===== src/sv/pcbm_pkg.sv =====
// Shared types, constants and divider constants for the cell balance mask block.
// No dependencies; imported by every module of the block.
package pcbm_pkg;

  localparam int unsigned CHIP_COUNT     = 6;
  localparam int unsigned CELLS_PER_CHIP = 18;
  localparam int unsigned FIXED_CELLS    = 18;
  localparam int unsigned LIMIT_UNIT     = 10000;

  localparam int unsigned CHIP_W  = 3;
  localparam int unsigned CELL_W  = 5;
  localparam int unsigned CODE_W  = 16;
  localparam int unsigned MASK_W  = 18;
  localparam int unsigned TOTAL_W = 23;
  localparam int unsigned AVG_W   = 16;
  localparam int unsigned THR_W   = 16;
  localparam int unsigned LIM_W   = 8;
  localparam int unsigned LIMP_W  = 22;  // pack_limit * 10000 fits 22 bits
  localparam int unsigned UNIT_W  = 14;

  localparam logic [THR_W-1:0]   THRESH_RESET = 16'd100;
  localparam logic [TOTAL_W-1:0] TOTAL_MAX    = {TOTAL_W{1'b1}};
  localparam logic [AVG_W-1:0]   AVG_MAX      = {AVG_W{1'b1}};

  // Divide by FIXED_CELLS * CHIP_COUNT as multiply by a rounded-up reciprocal.
  // With shift TOTAL_W + clog2(divisor) the quotient is exact for every total.
  localparam int unsigned DIVISOR   = FIXED_CELLS * CHIP_COUNT;
  localparam int unsigned DIV_LOG   = $clog2(DIVISOR);
  localparam int unsigned DIV_SHIFT = TOTAL_W + DIV_LOG;
  localparam int unsigned MULT_W    = TOTAL_W + 1;
  localparam logic [63:0] DIV_MULT_64 =
    ((64'd1 << DIV_SHIFT) + 64'(DIVISOR) - 64'd1) / 64'(DIVISOR);
  localparam logic [MULT_W-1:0] DIV_MULT = DIV_MULT_64[MULT_W-1:0];
  localparam int unsigned PROD_W = TOTAL_W + MULT_W;

  typedef enum logic {
    REQ_AVERAGE = 1'b0,
    REQ_BALANCE = 1'b1
  } req_e;

  typedef enum logic {
    KIND_AVERAGE = 1'b0,
    KIND_MASK    = 1'b1
  } kind_e;

  typedef enum logic {
    CFG_THRESHOLD = 1'b0,
    CFG_LIMIT     = 1'b1
  } cfg_idx_e;

  typedef struct packed {
    req_e              req_type;
    logic [CHIP_W-1:0] chip_index;
    logic [CELL_W-1:0] cell_index;
    logic [CODE_W-1:0] cell_code;
    logic              round_last;
  } item_t;

  typedef struct packed {
    logic [TOTAL_W-1:0] pack_total;
    logic [AVG_W-1:0]   average_code;
    logic               over_limit;
  } avg_res_t;

  typedef struct packed {
    logic [MASK_W-1:0] discharge_mask;
    logic              no_discharge;
  } mask_res_t;

endpackage


===== src/sv/pcbm_avg.sv =====
// Averaging round: saturating pack sum, reciprocal divide and limit compare.
// Depends on pcbm_pkg.
module pcbm_avg import pcbm_pkg::*; (
  input  logic                clk_i,
  input  logic                rst_ni,
  input  logic                en_i,        // averaging word processed this cycle
  input  item_t               item_i,
  input  logic [LIMP_W-1:0]   limit_i,
  output avg_res_t            res_o,
  output logic [AVG_W-1:0]    average_o    // stored average for balancing
);

  logic [TOTAL_W-1:0] total_q, total_d;
  logic [AVG_W-1:0]   avg_q, avg_d;
  logic [TOTAL_W:0]   sum;
  logic [TOTAL_W-1:0] total_new;
  logic [PROD_W-1:0]  prod;
  logic [TOTAL_W-1:0] quot;
  logic [AVG_W-1:0]   quot_sat;
  logic               chip_ok;

  always_comb begin
    chip_ok   = {29'd0, item_i.chip_index} < CHIP_COUNT;
    sum       = {1'b0, total_q} + (TOTAL_W + 1)'(item_i.cell_code);
    if (!chip_ok) begin
      total_new = total_q;
    end else if (sum[TOTAL_W]) begin
      total_new = TOTAL_MAX;
    end else begin
      total_new = sum[TOTAL_W-1:0];
    end
    prod     = PROD_W'(total_new) * PROD_W'(DIV_MULT);
    quot     = TOTAL_W'(prod >> DIV_SHIFT);
    quot_sat = (quot > TOTAL_W'(AVG_MAX)) ? AVG_MAX : quot[AVG_W-1:0];

    res_o.pack_total   = total_new;
    res_o.average_code = quot_sat;
    res_o.over_limit   = total_new > TOTAL_W'(limit_i);

    total_d = total_q;
    avg_d   = avg_q;
    if (en_i) begin
      if (item_i.round_last) begin
        total_d = '0;
        avg_d   = quot_sat;
      end else begin
        total_d = total_new;
      end
    end
  end

  always_ff @(posedge clk_i or negedge rst_ni) begin
    if (!rst_ni) begin
      total_q <= '0;
      avg_q   <= '0;
    end else begin
      total_q <= total_d;
      avg_q   <= avg_d;
    end
  end

  assign average_o = avg_q;

endmodule


===== config.mk =====
export PLATFORM = sky130hd
export DESIGN_NAME = pcbm_avg
export DESIGN_NICKNAME = d
export VERILOG_FILES = /design/src/sv/pcbm_pkg.sv /design/src/sv/pcbm_avg.sv
export SDC_FILE = /design/constraint.sdc
export NUM_CORES = 1
export LEC_CHECK = 0
export BUFFER_PORTS_ARGS = -buffer_cell sky130_fd_sc_hd__buf_2
export CELL_PAD_IN_SITES_DETAIL_PLACEMENT = 0
export CELL_PAD_IN_SITES_GLOBAL_PLACEMENT = 2
export CORE_MARGIN = 10
export CORE_UTILIZATION = 43
export DETAILED_ROUTE_END_ITERATION = 16
export PLACE_DENSITY_LB_ADDON = 0.15
export SYNTH_ARGS = -nofsm -noshare
export SYNTH_HDL_FRONTEND = slang
export SYNTH_SLANG_ARGS = --single-unit

===== constraint.sdc =====
create_clock -name clk_i -period 31.1 [get_ports clk_i]
set_clock_uncertainty 0.05 [all_clocks]
set_input_delay 4.665 -clock clk_i [delete_from_list [all_inputs] [get_ports clk_i]]
set_output_delay 4.665 -clock clk_i [all_outputs]
set_load 0.005 [all_outputs]

==> out/qor.csv <==
metric,value,unit
yosys.area_share.adder,58.6,%
cts_resized,0,
hp-class,reg -> reg,
syn_inst,1342,
io_buffers,99,
hold_buffers,0,
antenna_found_initial,0,
final_common_cell,inv_1,
die_h,191,um
fin_ws,11.98,ns
async_flop_share,100,%
max_freq,52.3,MHz
hpwl,29.4,mm
crit_path_frequent_cell,fa_1,
critPathCaptureType,output port,
crit_path_start_kind,input pin,
cts_setup_buffers,0,
drv_slew,0,
r2r_cells,32,
dieArea,36500,um^2
synth_top_family_by_area,adder cells,
layout-drive-gt1-share,9.88,%
maxSlewHeadroom,34.8,%
setup_viol,0,
grt_pass1_wl,56.5,mm
critPathKind,in -> out,
synth_flop_cell,dfrtp_1,
routed_via_density,5.22,
cts_tree,yes,
grt_pass1_vias,9946,
max_slew.worst_pin.slew,0.978,ns
ios,107,
muxShareOfSynthArea,0.328,%
fin_nets,1958,
via_count,9498,
synth_seq_cells,39,
rows,62,
hold_viol_final,0,
layout_common_cells,"inv_1, ha_1, fa_1, buf_2, nand2_1",
die_w,191,um
yosysSeqAreaShare,7.75,%
wl,35.2,mm
synthesis.area,12600,um^2
ant_nets,0,
cts_inserted_buffers,5,
pre_cts_slack,11.96,ns
post-route-min-period,19.12,ns
grt_max_degree,40,
grt-ovfl-total,0,
cp_max_fo,28,
synth_xor_area_share,2.29,%
h-tree-depth,2,
core,28800,um^2
start_util,43.8,%
avgSynthCellArea,9.38,um^2
synth_edf_count,0,
crit_path_top_delay_cell,inv_1,
synthDistinctLibCells,71,
root_buffer,clkbuf_16,
fin_setup_tns,0,ns
ys_warn_count,0,
synthToLayoutAreaGrowth,8.95,%
clock-sinks,39,
path_clk_slew,0.06,ns
routedWlPerCell,19.3,um
routabilityCongestion,0.860,
slowest_delay,0.68,ns
max-clock-path-buffers,2,
firstDrtPassIters,5,
cap_viol_max_count,0,
synth-simple-area-share,7.66,%
arrival,14.41,ns
diodes,0,
hold_path_depth,2,
fin_crit_sh,61.5,%
drtIter0Drc,451,
syn_nets,1863,
rsz0062_at_grt,false,
status,"finished, final reports clean",
drc,0,
insertion_delay,0.28,ns
synth_compound_area_share,13.0,%
cp_data_required_time,26.39,ns
gr-usage-all-layers,19.8,%
## critical path: cells and delay by family
family                     cells  cell delay [ns]
adders and majority gates      9             4.31
AOI/OAI and AO/OA             11             3.04
buffers and inverters          9             1.66
and+or+nand+nor                3             0.58
xor gates and xnor gates       1             0.12
## kinds of logic (layout without fill, tap and decap cells)
family	count (synthesis)	in the layout
mux	4	4
buf+inv	344	439
fa+ha+maj	471	471
xor+xnor	32	32
simple gates	208	208
compound gates	244	244
flops	39	39
## registers in the layout (all words and copies together) (netlist names)
signal,cells
total_q,23
average_o,16
## routing by layer
layer | wire length, um | global-route usage [%] | up-vias | part of all wire [%]
li1 | - | - | 4601 | -
met1 | 16200 | 27.2 | 4734 | 46
met2 | 17400 | 33.8 | 151 | 49
met3 | 1280 | 2.33 | 12 | 3.6
met4 | 319 | 2.04 | 0 | 0.91
met5 | 0 | 0 | - | 0
## cells in the mapped netlist (all sizes together) (3+ instances only)
cell type | count | area, um^2
nand3 | 18 | 90.1
nand4 | 18 | 113
or2 | 5 | 31.3
a21o | 27 | 205
nor3b | 4 | 30.0
xnor2 | 22 | 200
mux2i | 3 | 30.0
nand2b | 8 | 50.1
xor2 | 10 | 87.6
o211ai | 9 | 67.6
nor2 | 53 | 199
buf | 6 | 31.3
a21oi | 66 | 334
fa | 198 | 3960
and2 | 8 | 50.1
o21ai | 45 | 225
nand2 | 73 | 274
o311ai | 3 | 41.3
o21a | 7 | 52.6
o21ba | 3 | 30.0
o2bb2ai | 13 | 114
nor3 | 6 | 30.0
ha | 272 | 3400
o22ai | 8 | 50.1
clkbuf | 20 | 78.8
a211oi | 7 | 52.6
a22o | 3 | 26.3
and3 | 4 | 25.0
o21bai | 7 | 52.6
dfrtp | 39 | 976
a211o | 4 | 43.8
inv | 317 | 1190
a31oi | 19 | 119
or3 | 5 | 31.3
## final timing paths
check / start / end / slack (ns)
worst max-delay path: item_i[2] / res_o[5] / 11.98
worst min-delay path: average_o[15] / average_o[15] / 0.45
worst max register to register: total_q[1] / average_o[14] / 20.75
worst min register to register: average_o[15] / average_o[15] / 0.45
max in group asynchronous: rst_ni / total_q[8] / 25.94
min in group asynchronous: rst_ni / average_o[15] / 4.47
## through the flow
stage	hold slack [ns]	area, um^2	util, %	instances
after floorplan	0.425	12600	-	1342
after global placement	0.425	13600	47.2	1814
after detailed placement	0.437	13600	47.2	1814
after CTS	0.453	13700	47.7	1821
after global routing	0.480	13700	47.7	1821
final	0.451	13700	47.7	1821
## cell type report
type,count,area [um^2]
fillers,2906,15100
clock inverters,2,13.8
multi-input cells,959,10300
clock buffers,5,125
repair buffers,114,608
flip-flops and latches,39,976
well taps,384,480
inverters,318,1200
Power is not shown: default switching activity piles up to over one toggle a cycle in this logic, so the estimate is an artifact.
