**src/sv/pcbm_pkg.sv**
```systemverilog
// Shared types, constants and divider constants for the cell balance mask block.
// No dependencies; imported by every module of the block.
package pcbm_pkg;

  localparam int unsigned CHIP_COUNT     = 6;
  localparam int unsigned CELLS_PER_CHIP = 18;
  localparam int unsigned FIXED_CELLS    = 18;
  localparam int unsigned LIMIT_UNIT     = 10000;

  localparam int unsigned CHIP_W  = 3;
  localparam int unsigned CELL_W  = 5;
  localparam int unsigned CODE_W  = 16;
  localparam int unsigned MASK_W  = 18;
  localparam int unsigned TOTAL_W = 23;
  localparam int unsigned AVG_W   = 16;
  localparam int unsigned THR_W   = 16;
  localparam int unsigned LIM_W   = 8;
  localparam int unsigned LIMP_W  = 22;  // pack_limit * 10000 fits 22 bits
  localparam int unsigned UNIT_W  = 14;

  localparam logic [THR_W-1:0]   THRESH_RESET = 16'd100;
  localparam logic [TOTAL_W-1:0] TOTAL_MAX    = {TOTAL_W{1'b1}};
  localparam logic [AVG_W-1:0]   AVG_MAX      = {AVG_W{1'b1}};

  // Divide by FIXED_CELLS * CHIP_COUNT as multiply by a rounded-up reciprocal.
  // With shift TOTAL_W + clog2(divisor) the quotient is exact for every total.
  localparam int unsigned DIVISOR   = FIXED_CELLS * CHIP_COUNT;
  localparam int unsigned DIV_LOG   = $clog2(DIVISOR);
  localparam int unsigned DIV_SHIFT = TOTAL_W + DIV_LOG;
  localparam int unsigned MULT_W    = TOTAL_W + 1;
  localparam logic [63:0] DIV_MULT_64 =
    ((64'd1 << DIV_SHIFT) + 64'(DIVISOR) - 64'd1) / 64'(DIVISOR);
  localparam logic [MULT_W-1:0] DIV_MULT = DIV_MULT_64[MULT_W-1:0];
  localparam int unsigned PROD_W = TOTAL_W + MULT_W;

  typedef enum logic {
    REQ_AVERAGE = 1'b0,
    REQ_BALANCE = 1'b1
  } req_e;

  typedef enum logic {
    KIND_AVERAGE = 1'b0,
    KIND_MASK    = 1'b1
  } kind_e;

  typedef enum logic {
    CFG_THRESHOLD = 1'b0,
    CFG_LIMIT     = 1'b1
  } cfg_idx_e;

  typedef struct packed {
    req_e              req_type;
    logic [CHIP_W-1:0] chip_index;
    logic [CELL_W-1:0] cell_index;
    logic [CODE_W-1:0] cell_code;
    logic              round_last;
  } item_t;

  typedef struct packed {
    logic [TOTAL_W-1:0] pack_total;
    logic [AVG_W-1:0]   average_code;
    logic               over_limit;
  } avg_res_t;

  typedef struct packed {
    logic [MASK_W-1:0] discharge_mask;
    logic              no_discharge;
  } mask_res_t;

endpackage

```
**src/sv/pcbm_mask.sv**
```systemverilog
// Balancing round: threshold compare and per-chip discharge mask gathering.
// Depends on pcbm_pkg.
module pcbm_mask import pcbm_pkg::*; (
  input  logic               clk_i,
  input  logic               rst_ni,
  input  logic               en_i,       // balancing word processed this cycle
  input  logic               emit_i,     // this word closes the mask
  input  item_t              item_i,
  input  logic [AVG_W-1:0]   average_i,
  input  logic [THR_W-1:0]   thresh_i,
  output mask_res_t          res_o
);

  logic [MASK_W-1:0] mask_q, mask_d, mask_new;
  logic              any_q, any_d;
  logic              hit;
  logic [AVG_W:0]    bound;

  always_comb begin
    bound = {1'b0, average_i} + {1'b0, thresh_i};
    hit   = ({29'd0, item_i.chip_index} < CHIP_COUNT)
         && ({27'd0, item_i.cell_index} < CELLS_PER_CHIP)
         && ({1'b0, item_i.cell_code} > bound);
    mask_new = mask_q;
    for (int n = 0; n < MASK_W; n++) begin
      if (hit && item_i.cell_index == CELL_W'(n)) begin
        mask_new[n] = 1'b1;
      end
    end

    res_o.discharge_mask = mask_new;
    res_o.no_discharge   = item_i.round_last && !(any_q || hit);

    mask_d = mask_q;
    any_d  = any_q;
    if (en_i) begin
      mask_d = emit_i ? '0 : mask_new;
      any_d  = item_i.round_last ? 1'b0 : (any_q || hit);
    end
  end

  always_ff @(posedge clk_i or negedge rst_ni) begin
    if (!rst_ni) begin
      mask_q <= '0;
      any_q  <= 1'b0;
    end else begin
      mask_q <= mask_d;
      any_q  <= any_d;
    end
  end

endmodule

```
**config.mk**
```make
export PLATFORM = sky130hd
export DESIGN_NAME = pcbm_mask
export DESIGN_NICKNAME = d
export VERILOG_FILES = /design/src/sv/pcbm_pkg.sv /design/src/sv/pcbm_mask.sv
export SDC_FILE = /design/constraint.sdc
export NUM_CORES = 1
export LEC_CHECK = 0
export BUFFER_PORTS_ARGS = -buffer_cell sky130_fd_sc_hd__buf_2
export CORE_UTILIZATION = 50
export DETAILED_ROUTE_END_ITERATION = 12
export HOLD_SLACK_MARGIN = 0.1
export MAX_ROUTING_LAYER = met4
export PLACE_DENSITY = 0.82
export SYNTH_ARGS = -nofsm -noshare
export SYNTH_HDL_FRONTEND = slang
export SYNTH_SLANG_ARGS = --single-unit
```
**constraint.sdc**
```tcl
create_clock -name clk_i -period 8.91 [get_ports clk_i]
set_input_delay 0.4455 -clock clk_i [delete_from_list [all_inputs] [get_ports clk_i]]
set_output_delay 0.4455 -clock clk_i [all_outputs]
set_load 0.05 [all_outputs]
```
==> reports/results.ini <==
[status]
status=finished clean

[setup_path]
endpoint_kind=output port
crit_required_ns=8.46
crit_start=average_i[0]
crit_fanout=12
cpPeakStageDelay_ns=0.62
crit_end=res_o[17]
r2r-start=any_q$_DFFE_PN0P_
timing_worst_setup_path_type=primary input to output port
worstPathArrival_ns=4.46
r2r_end=any_q$_DFFE_PN0P_
r2r_slack_ns=8.15
path_cells=buf_2, ha_1, fa_1, a211oi_2, o211ai_1, nand3_1, nand2_1, a31oi_1, xor2_1, ha_1, nand3_2, nor4_2, o31ai_1, o211a_2, nor3_2, a31o_1, buf_2
worst_setup_path_start_kind=primary input
reg2reg_depth=3
cpMaxStageDelayCell=nor3_2

[clocking]
numCtsBuffers=3
cts.path.max_buffers=2
htree_num_levels=1
clock_latency_ns=0.26
cts_resized=0
cts_tree=done
ctsHoldBuffers=0
cts_sinks=19
cts_root_buffer=clkbuf_8
cts_setup_buffers=0
clk_pin_slew_worst_paths_ns=0.07

[final_layout]
multiInputGateArea_um2=1580
diodes=0
drive_gt1_share_pct=29.1
areaGrowthSynthToFinish_pct=21.5
final_area_um2=2570
regArea_um2=475
fillers=385
num-nets-final=405

[power]
vdd_drop_max_mv=0.0619
p_sw_share_pct=36.9
clock_power_share_pct=21.4
p_int_mw=0.175
p_seq_share_pct=31.7
leakage_nw=1.37
switchingPower_mw=0.102
power_density_nw_per_um2=108
power_mw=0.277
combPwrFrac_pct=47.0

[synthesis]
avgSynthCellArea_um2=8.98
synth_most_common_cell=ha_1
ys_ff_latch=19
synth_top_flop_cell=dfrtp_1
synthDistinctLibCells=52
synthArstFlopShare_pct=100
synthTopCellsByArea=dfrtp_1 22%, ha_1 19%, a32o_1 5.2%
syn_nets=331
syn_area_um2=2120
synth.largest_area_cell=dfrtp_1
syn_inst=236
yosysSeqAreaShare_pct=22.4
ys_warn_count=0
synth_top_area_share_pct=22.4
synth_edf_count=0
yosys-top-cells-count=32 x ha_1, 19 x dfrtp_1, 17 x a21oi_1, 17 x nor2_1, 13 x a21o_1

[timing]
drv_slew=0
fin_crit_ns=4.91
worst_hold_slack_ns=0.113
max_freq_mhz=204
setup_tns_ns=0
max_slew_margin_pct=50.0
setup_ws_ns=4.00
skew_ns=0
worst_pin_slew_ns=0.746
final-hold-violation-count=0
rsz0062_at_grt=false
fin_crit_sh_pct=55.1
setup_viol=0

[global_routing]
antenna_found_initial=0
grt_pass1_vias=1917
grt_max_degree=20
grt_usage_pct=23.8
grt_pass1_wl_um=8130
overflow=0

[detailed_routing]
wl_per_cell_um=13.9
drtAntennaViolNets=0
drc_errors=0
vias_per_cell=5.89
drt_iter0_markers=120
wirelength_um=5000
firstDrtPassIters=4
num_vias=2116

[placed_design]
place_ws_ns=4.01
placed_area_um2=2530
dpl.hpwl_um=4040
gp_congestion=0.831
port_buffers=78

[floorplanning]
fp-row-count=23
die_h_um=67.1
initial_core_util_pct=52.6
coreArea_um2=4030
die_w_um=67.1
io_pins=81
die_area_um2=4500

[job]
max_cap_violations=0

[worst_hold_path]
hp-class=primary input to asynchronous set/reset pin

==> layer usage <==
metal | track usage [%] | wire [µm] | vias to the layer above
met5 | - | 0 | -
met3 | 3.60 | 227 | 6
li1 | - | - | 1064
met1 | 30.1 | 2350 | 972
met2 | 40.5 | 2370 | 74
met4 | 3.19 | 51 | 0
==> state kept, by name (all words and copies together), names as in the netlist <==
| name | flops |
|---|---|
| any_q | 1 |
| mask_q | 18 |
==> critical path, delay by kind of cell <==
kind,cells,cell delay (ns)
buffers and inverters,2,0.36
AO/OA/AOI/OAI,6,1.21
adder cells (fa/ha/maj),3,0.96
XOR/XNOR,1,0.10
AND/OR/NAND/NOR,5,1.37
==> power groups by stage <==
stage                     Sequential (mW)  Combinational, mW  Clock (mW)
final                              0.0878              0.130      0.0592
after detailed placement           0.0894              0.130           0
after global routing               0.0877              0.146      0.0652
after CTS                          0.0877              0.130      0.0608
after global placement             0.0893              0.126           0
after floorplan                    0.0892             0.0952           0
==> layout make-up <==
type                            instances  share of cell area, %
Clock buffer                            4                   1.75
Tap cell                               50                   2.43
Inverter                                5                  0.729
Sequential cell                        19                   18.5
Multi-Input combinational cell        203                   61.4
Timing Repair Buffer                   78                   15.2
==> kinds of logic (layout without fill, tap and decap cells) <==
logic type / count (synthesis) / in the layout / share of synthesized area [%]
compound gates: 88 / 88 / 31.4
simple gates: 71 / 71 / 18.9
fa+ha+maj: 33 / 33 / 19.8
flops: 19 / 19 / 22.4
buf+inv: 14 / 87 / 2.89
xor+xnor: 11 / 11 / 4.55
==> how the worst min path moves through the flow <==
| stage | from | to | slack, ns | depth (start not counted) |
|---|---|---|---|---|
| after floorplan | rst_ni | any_q$_DFFE_PN0P_ | 0.15 | 0 |
| after global placement | rst_ni | mask_q[14]$_DFFE_PN0P_ | 0.40 | 1 |
| after detailed placement | rst_ni | any_q$_DFFE_PN0P_ | 0.40 | 1 |
| after CTS | rst_ni | any_q$_DFFE_PN0P_ | 0.12 | 1 |
| after global routing | rst_ni | any_q$_DFFE_PN0P_ | 0.14 | 1 |
| final | rst_ni | mask_q[15]$_DFFE_PN0P_ | 0.11 | 1 |
==> cells in the final DEF, fill, tap and decap left out, types with 7 or more instances in the layout <==
master | netlist | final
buf_2 | 1 | 78
a22o_1 | 7 | 7
a21o_1 | 13 | 13
a21oi_1 | 17 | 17
nor2b_1 | 9 | 9
nand2_1 | 10 | 10
a31o_1 | 11 | 11
dfrtp_1 | 19 | 19
a32o_1 | 11 | 11
nor2_1 | 17 | 17
ha_1 | 32 | 32
==> stage by stage <==
stage                     cells  util [%]
after floorplan             236         -
after global placement      355      62.8
after detailed placement    355      62.8
after CTS                   359      63.9
after global routing        359      63.9
final                       359      63.9
Power figures use the tool's default switching activity.
